<file path="src/hw/rtl/line_substring_matcher_unit_macros.svh">
// ----------------------------------------------------------------------------
// Line substring matcher: assertion macros
// Shared forms for the concurrent checks used in the RTL.
// ----------------------------------------------------------------------------
`ifndef LINE_SUBSTRING_MATCHER_UNIT_MACROS_SVH
`define LINE_SUBSTRING_MATCHER_UNIT_MACROS_SVH

// The consequent must hold in the same cycle as the antecedent.
`define LSM_ASSERT_SAME(name, clk, rst_n, ante, cons, msg) \
    name: assert property (@(posedge clk) disable iff (!rst_n) (ante) |-> (cons)) \
        else $error(msg);

// The consequent must hold in the cycle after the antecedent.
`define LSM_ASSERT_NEXT(name, clk, rst_n, ante, cons, msg) \
    name: assert property (@(posedge clk) disable iff (!rst_n) (ante) |=> (cons)) \
        else $error(msg);

`endif

</file>
<file path="src/hw/rtl/lsm_pkg.sv">
// ----------------------------------------------------------------------------
// Line substring matcher package
// Constants and types shared by the window cells and the top level.
// ----------------------------------------------------------------------------
`default_nettype none

package lsm_pkg;

    // Byte that ends a line.
    localparam logic [7:0] NEWLINE_BYTE = 8'd10;

    // Saturation value of the line length counter.
    localparam logic [15:0] LENGTH_MAX = 16'hFFFF;

    // Number of term bytes held by the two pattern registers.
    localparam int TERM_BYTES = 16;

    // Configuration register indexes.
    localparam logic [1:0] REG_PATTERN_LOW    = 2'd0;
    localparam logic [1:0] REG_PATTERN_HIGH   = 2'd1;
    localparam logic [1:0] REG_PATTERN_LENGTH = 2'd2;

    // Control shared by every cell of the window chain.
    typedef struct packed {
        logic shift;  // a text byte enters the chain
        logic clear;  // the current line ends, all cells become empty
    } lsm_cell_ctrl_t;

endpackage

`default_nettype wire

</file>
<file path="src/hw/rtl/lsm_cell.sv">
// ----------------------------------------------------------------------------
// Line substring matcher: window cell
// Holds one byte of the sliding line window, hands it to the next older
// cell on every shift and compares its incoming byte with one term byte.
// ----------------------------------------------------------------------------
`default_nettype none

module lsm_cell
    import lsm_pkg::*;
(
    input  wire logic           clk,
    input  wire logic           rst_n,
    input  wire lsm_cell_ctrl_t ctrl,
    input  wire logic [7:0]     in_byte,    // byte from the newer neighbour
    input  wire logic           in_valid,   // neighbour holds a byte of this line
    input  wire logic [7:0]     term_byte,  // term byte aligned to this cell
    input  wire logic           in_window,  // this cell lies under the term
    output logic [7:0]          out_byte,
    output logic                out_valid,
    output logic                ok          // cell agrees with the term after the shift
);

    logic [7:0] byte_reg;
    logic       valid_reg;
    logic       valid_next;

    // Compare the byte that this cell will hold after the shift.
    assign ok = !in_window || (in_valid && (in_byte == term_byte));

    // Occupancy follows the neighbour on a shift and empties at line end.
    always_comb
    begin
        valid_next = valid_reg;
        if (ctrl.clear)
        begin
            valid_next = 1'b0;
        end
        else if (ctrl.shift)
        begin
            valid_next = in_valid;
        end
    end

    always_ff @(posedge clk or negedge rst_n)
    begin
        if (!rst_n)
        begin
            valid_reg <= 1'b0;
        end
        else
        begin
            valid_reg <= valid_next;
        end
    end

    // Window byte, meaningful only while the cell is occupied.
    always_ff @(posedge clk)
    begin
        if (ctrl.shift)
        begin
            byte_reg <= in_byte;
        end
    end

    assign out_byte  = byte_reg;
    assign out_valid = valid_reg;

endmodule

`default_nettype wire

</file>
<file path="src/hw/rtl/line_substring_matcher_unit.sv">
// ----------------------------------------------------------------------------
// Line substring matcher
// Splits a byte stream into lines and reports for each line whether the
// configured fixed search term occurs in it, together with the line length.
//
//   Channel   Direction  Item contents
//   s_axis    in         tdata: data_byte; tlast: stream_end (drops line)
//   m_axis    out        tdata: line_length; tuser: line_matched
//   cfg       in         write of pattern_low, pattern_high, pattern_length
//
// One item is taken per cycle; a newline gives its result on m_axis in the
// cycle after it is taken. The window chain compares all term positions in
// the cycle a byte enters, so the byte rate is set by that single compare.
// Reset empties the window and the line counters; the pattern registers
// reset to zero. A stalled result holds the output register and s_axis
// waits only while that register is full and not being taken.
// ----------------------------------------------------------------------------
`default_nettype none
`include "line_substring_matcher_unit_macros.svh"

module line_substring_matcher_unit
    import lsm_pkg::*;
#(
    parameter int PATTERN_MAX = 16
)
(
    input  wire logic        clk,
    input  wire logic        rst_n,
    // Text input
    input  wire logic        s_axis_tvalid,
    output logic             s_axis_tready,
    input  wire logic [7:0]  s_axis_tdata,   // [7:0] data_byte
    input  wire logic        s_axis_tlast,   // stream_end
    // Line results
    output logic             m_axis_tvalid,
    input  wire logic        m_axis_tready,
    output logic [15:0]      m_axis_tdata,   // [15:0] line_length
    output logic             m_axis_tuser,   // line_matched
    // Configuration writes
    input  wire logic        cfg_we,
    input  wire logic [1:0]  cfg_index,
    input  wire logic [63:0] cfg_wdata
);

    localparam logic [5:0] PM_W  = 6'(PATTERN_MAX);
    localparam logic [4:0] PM_L  = 5'(PATTERN_MAX);

    // Configuration registers.
    logic [63:0] pattern_low_reg;
    logic [63:0] pattern_high_reg;
    logic [4:0]  pattern_length_reg;

    // Line state and output register.
    logic [15:0] length_count_reg, length_count_next;
    logic        match_seen_reg, match_seen_next;
    logic        out_valid_reg, out_valid_next;
    logic        out_matched_reg, out_matched_next;
    logic [15:0] out_length_reg, out_length_next;

    logic            accept;
    logic            is_newline;
    logic            line_end;
    logic            hit;
    logic [4:0]      len_eff;
    logic [5:0]      win_start;
    logic [15:0]     length_inc;
    logic [127:0]    term_bits;
    lsm_cell_ctrl_t  cell_ctrl;

    logic [7:0]             win_byte  [PATTERN_MAX];
    logic [PATTERN_MAX-1:0] win_valid;
    logic [PATTERN_MAX-1:0] cell_ok;

    // Configuration write port.
    always_ff @(posedge clk or negedge rst_n)
    begin
        if (!rst_n)
        begin
            pattern_low_reg    <= '0;
            pattern_high_reg   <= '0;
            pattern_length_reg <= '0;
        end
        else if (cfg_we)
        begin
            case (cfg_index)
                REG_PATTERN_LOW:    pattern_low_reg    <= cfg_wdata;
                REG_PATTERN_HIGH:   pattern_high_reg   <= cfg_wdata;
                REG_PATTERN_LENGTH: pattern_length_reg <= cfg_wdata[4:0];
                default:            ;
            endcase
        end
    end

    // Handshake and cell control.
    assign s_axis_tready = !out_valid_reg || m_axis_tready;
    assign accept        = s_axis_tvalid && s_axis_tready;
    assign is_newline    = (s_axis_tdata == NEWLINE_BYTE);
    assign line_end      = accept && (s_axis_tlast || is_newline);

    assign cell_ctrl.shift = accept && !s_axis_tlast;
    assign cell_ctrl.clear = line_end;

    // Term length clamped to the window, and the oldest cell under the term.
    assign len_eff   = (pattern_length_reg > PM_L) ? PM_L : pattern_length_reg;
    assign win_start = PM_W - {1'b0, len_eff};
    assign term_bits = {pattern_high_reg, pattern_low_reg};

    // Window chain: the newest byte enters at the top cell.
    for (genvar k = 0; k < PATTERN_MAX; k++)
    begin : g_cell
        localparam logic [5:0] POS = 6'(k);

        logic [7:0] in_byte;
        logic       in_valid;
        logic       in_window;
        logic [5:0] term_pos;
        logic [7:0] term_byte;

        if (k == PATTERN_MAX - 1)
        begin : g_top
            assign in_byte  = s_axis_tdata;
            assign in_valid = 1'b1;
        end
        else
        begin : g_mid
            assign in_byte  = win_byte[k+1];
            assign in_valid = win_valid[k+1];
        end

        // Term byte index for this cell is its distance from the oldest one.
        assign in_window = (POS >= win_start);
        assign term_pos  = POS - win_start;
        assign term_byte = term_bits[{term_pos[3:0], 3'b000} +: 8];

        lsm_cell u_cell (
            .clk       (clk),
            .rst_n     (rst_n),
            .ctrl      (cell_ctrl),
            .in_byte   (in_byte),
            .in_valid  (in_valid),
            .term_byte (term_byte),
            .in_window (in_window),
            .out_byte  (win_byte[k]),
            .out_valid (win_valid[k]),
            .ok        (cell_ok[k])
        );
    end

    // The term is seen when every cell under it agrees.
    assign hit = &cell_ok;

    // Line counters and result register.
    assign length_inc = (length_count_reg == LENGTH_MAX) ? length_count_reg
                                                         : length_count_reg + 16'd1;

    always_comb
    begin
        length_count_next = length_count_reg;
        match_seen_next   = match_seen_reg;
        out_valid_next    = out_valid_reg && !m_axis_tready;
        out_matched_next  = out_matched_reg;
        out_length_next   = out_length_reg;
        if (accept)
        begin
            if (s_axis_tlast)
            begin
                length_count_next = '0;
                match_seen_next   = 1'b0;
            end
            else if (is_newline)
            begin
                out_valid_next    = 1'b1;
                out_matched_next  = match_seen_reg || hit;
                out_length_next   = length_inc;
                length_count_next = '0;
                match_seen_next   = 1'b0;
            end
            else
            begin
                length_count_next = length_inc;
                match_seen_next   = match_seen_reg || hit;
            end
        end
    end

    always_ff @(posedge clk or negedge rst_n)
    begin
        if (!rst_n)
        begin
            length_count_reg <= '0;
            match_seen_reg   <= 1'b0;
            out_valid_reg    <= 1'b0;
        end
        else
        begin
            length_count_reg <= length_count_next;
            match_seen_reg   <= match_seen_next;
            out_valid_reg    <= out_valid_next;
        end
    end

    always_ff @(posedge clk)
    begin
        out_matched_reg <= out_matched_next;
        out_length_reg  <= out_length_next;
    end

    assign m_axis_tvalid = out_valid_reg;
    assign m_axis_tuser  = out_matched_reg;
    assign m_axis_tdata  = out_length_reg;

    // Checks on the line logic.
    `LSM_ASSERT_SAME(a_stall_blocks_input, clk, rst_n,
        m_axis_tvalid && !m_axis_tready, !s_axis_tready,
        "input taken while a result is stalled")
    `LSM_ASSERT_NEXT(a_newline_gives_result, clk, rst_n,
        accept && !s_axis_tlast && is_newline, m_axis_tvalid,
        "newline did not produce a result")
    `LSM_ASSERT_NEXT(a_stream_end_clears, clk, rst_n,
        accept && s_axis_tlast, (length_count_reg == '0) && !match_seen_reg,
        "stream end left line state behind")
    `LSM_ASSERT_NEXT(a_empty_term_matches, clk, rst_n,
        accept && !s_axis_tlast && is_newline && (len_eff == '0), m_axis_tuser,
        "empty term did not match the line")

endmodule

`default_nettype wire

</file>
<file path="config.mk">
export PLATFORM = sky130hd
export DESIGN_NAME = line_substring_matcher_unit
export DESIGN_NICKNAME = d
export VERILOG_FILES = /design/src/hw/rtl/lsm_pkg.sv /design/src/hw/rtl/lsm_cell.sv /design/src/hw/rtl/line_substring_matcher_unit.sv
export VERILOG_INCLUDE_DIRS = /design/src /design/src/hw/rtl
export SDC_FILE = /design/constraint.sdc
export NUM_CORES = 1
export LEC_CHECK = 0
export BUFFER_PORTS_ARGS = -buffer_cell sky130_fd_sc_hd__clkbuf_2
export CORE_MARGIN = 1.5
export CORE_UTILIZATION = 41
export DETAILED_ROUTE_END_ITERATION = 8
export GPL_ROUTABILITY_DRIVEN = 0
export GPL_TIMING_DRIVEN = 0
export SLEW_MARGIN = 20
export SYNTH_ARGS = -nofsm -noshare
export SYNTH_HDL_FRONTEND = slang
export SYNTH_SLANG_ARGS = --single-unit
export TNS_END_PERCENT = 100
</file>
<file path="constraint.sdc">
create_clock -name clk -period 9 [get_ports clk]
set_input_delay 1.35 -clock clk [delete_from_list [all_inputs] [get_ports clk]]
set_output_delay 1.35 -clock clk [all_outputs]
set_load 0.02 [all_outputs]
</file>
==> results.sh <==
export IMPL_hp_start="g_cell[15].u_cell.out_byte[3]"
export IMPL_antenna_left=0
export IMPL_hpwlAfterDp_mm=66.0
export IMPL_slew_headroom_pct=17.9
export IMPL_finalHoldViolations=0
export IMPL_start_util_pct=41.7
export IMPL_layout_area_seq_mm2=0.00827
export IMPL_cp_required_ps=9410
export IMPL_die_w_um=229
export IMPL_place_area_mm2=0.0225
export IMPL_arrival_ps=9160
export IMPL_num_rows=82
export IMPL_p_int_uw=4040
export IMPL_violations="DRC"
export IMPL_synth_top_cell_area_share_pct=19.8
export IMPL_synthTopCellsByArea="dfrtp_1 20%, edfxtp_1 20%, mux4_2 13%"
export IMPL_placed_cells=2533
export IMPL_cts_buffer_depth=3
export IMPL_status="complete, but fails checks"
export IMPL_largest_reg_flops=120
export IMPL_cp_startpoint="pattern_length_reg[4]"
export IMPL_coreArea_mm2=0.0504
export IMPL_crit_path_start_kind="register"
export IMPL_grt_max_degree=94
export IMPL_synth_top_area_cell="dfrtp_1"
export IMPL_seqPwrFrac_pct=25.6
export IMPL_path_max_fanout=12
export IMPL_drt_wl_total_mm=86.1
export IMPL_cts_root_buffer="clkbuf_16"
export IMPL_die_h_um=229
export IMPL_fill_cells=4529
export IMPL_drv_slew=0
export IMPL_htreeDepth=2
export IMPL_grt_pass1_vias=17382
export IMPL_synth_cell_type_count=84
export IMPL_syn_num_nets=1845
export IMPL_synth_most_common_cell="mux2i_1"
export IMPL_first_iter_violations=3127
export IMPL_final_area_mm2=0.0237
export IMPL_drive_above_1_share_pct=27.0
export IMPL_fin_nets=1985
export IMPL_endpoint_kind="register"
export IMPL_finalCriticalPeriod_ps=8740
export IMPL_hold_buffers=0
export IMPL_numPortBuffers=98
export IMPL_rsz0062_at_grt="no"
export IMPL_ys_seq_area_share_pct=39.3
export IMPL_criticalPathCategory="reg2reg"
export IMPL_tritoncts="done"
export IMPL_num_antenna_cells=0
export IMPL_dr_pass1_iters=9
export IMPL_power_leakage_uw=0.00918
export IMPL_vias_per_cell=6.98
export IMPL_cts_setup_buffers=0
export IMPL_clock_latency_ps=580
export IMPL_grt_pass1_wl_mm=123
export IMPL_syn_to_final_growth_pct=12.7
export IMPL_fmax_mhz=114
export IMPL_p_sw_uw=3320
export IMPL_combPwrFrac_pct=54.0
export IMPL_drc_errors=22
export IMPL_worst_slew_pin_transition_ps=1220
export IMPL_timing_final_crit_share_pct=97.1
export IMPL_synthCells=1756
export IMPL_maxCapViolCount=0
export IMPL_die_area_mm2=0.0526
export IMPL_synth_seq_cells=303
export IMPL_whs_ps=453
export IMPL_power_density_mw_per_mm2=311
export IMPL_p_clk_share_pct=20.3
export IMPL_cts_buffers=34
export IMPL_r2r_start="pattern_length_reg[4]"
export IMPL_wl_per_cell_um=33.2
export IMPL_multi_input_area_mm2=0.0121
export IMPL_synth_common_cells="179 x mux2i_1, 168 x mux2_2, 166 x dfrtp_1"
export IMPL_synthArstFlopShare_pct=54.8
export IMPL_synth_ff_type="dfrtp_1"
export IMPL_synthesis_area_mm2=0.0210
export IMPL_syn_area_per_cell_um2=12.0
export IMPL_boundaryPins=99
export IMPL_dr_total_vias=18092
export IMPL_synth_edf_count=137
export IMPL_fin_tns_setup_ps=0
export IMPL_setup_viol=0
export IMPL_final_cell_count_no_fill=2593
export IMPL_hold_class="reg2reg"
export IMPL_grt_usage_pct=32.4
export IMPL_cts_clk_slew_worst_paths_ps=60
export IMPL_swShare_pct=45.1
export IMPL_ys_warn_count=0
export IMPL_fin_skew_ps=11.9
export IMPL_grt_ovfl_total=0
export IMPL_antenna_found_initial=1
export IMPL_ir_worst_vdd_v=0.000161
export IMPL_postCtsResizedCells=0
export IMPL_clkSinkCount=303
[per-stage QoR]
step / power, uW / util, % / setup WS (ps)
floorplan: 4330 / - / 837
global placement: 5590 / 44.4 / -1570
detailed placement: 5660 / 44.7 / 280
CTS: 7160 / 47.0 / 262
global route: 7530 / 47.0 / 170
finish: 7360 / 47.0 / 257
[placed cells by master (no fill, tap or decap), drive strengths merged, types with 22 or more instances in the layout]
| master | n |
|---|---|
| clkbuf | 209 |
| dfrtp | 166 |
| o22ai | 26 |
| a22o | 31 |
| buf | 71 |
| xor2 | 68 |
| a21oi | 52 |
| a31oi | 22 |
| mux2 | 168 |
| xnor2 | 45 |
| mux4 | 123 |
| and2 | 27 |
| nor3 | 26 |
| nor2 | 59 |
| o21ai | 58 |
| nand2 | 79 |
| mux2i | 179 |
| edfxtp | 137 |
[cell type report]
class                   count  area share [%]
well taps                 672            3.55
clock buffers              45            4.02
flip-flops and latches    303            34.9
clock inverters            16           0.988
multi-input cells        1303            51.0
plain buffers             130            2.52
repair buffers            105            2.67
inverters                  19           0.312
[routing by layer]
metal	global-route usage (%)	part of all wire (%)	vias up
met1	40.5	36	8880
li1	-	-	7251
met4	19.4	7.9	0
met3	12.0	13	440
met5	0	0	-
met2	47.5	42	1521
[power by group through the flow]
stage,logic [uW],clock network (uW),registers [uW]
finish,3980,1500,1890
global route,4070,1570,1890
CTS,3790,1520,1860
detailed placement,3780,0,1890
global placement,3710,0,1880
floorplan,2580,0,1750
[worst paths after layout]
kind                                                 end  slack (ps)  cells past startpoint
max                                         m_axis_tuser         260                     22
min                        g_cell[14].u_cell.out_byte[3]         450                      0
max reg2reg                                 m_axis_tuser         260                     22
min reg2reg                g_cell[14].u_cell.out_byte[3]         450                      0
max in group asynchronous            pattern_low_reg[13]        7240                      2
min in group asynchronous            pattern_low_reg[43]         840                      1
[critical path: stages (launching register included)]
cell,delay (ps)
dfrtp_1,520
buf_2,300
nand2b_1,130
buf_2,300
buf_1,620
buf_2,450
buf_2,380
ha_1,400
buf_2,290
inv_1,280
buf_1,660
clkbuf_1,840
ha_1,220
clkbuf_1,410
clkbuf_1,640
mux2i_1,320
mux2i_1,210
xnor2_1,350
nand3_1,250
nor4_1,330
o22a_1,190
o2111ai_1,230
o21bai_1,230
[kinds of logic after synthesis]
logic type                 after synthesis  synth area share (%)
DFF                                    303                  39.3
AOI/OAI and AO/OA                      366                  12.5
xor gates and xnor gates               113                  4.78
adders and majority gates                9                 0.536
muxes                                  470                  30.7
and+or+nand+nor                        345                  8.91
buffers and inverters                  150                  3.21
No activity file was read; power rests on OpenSTA's default activity.
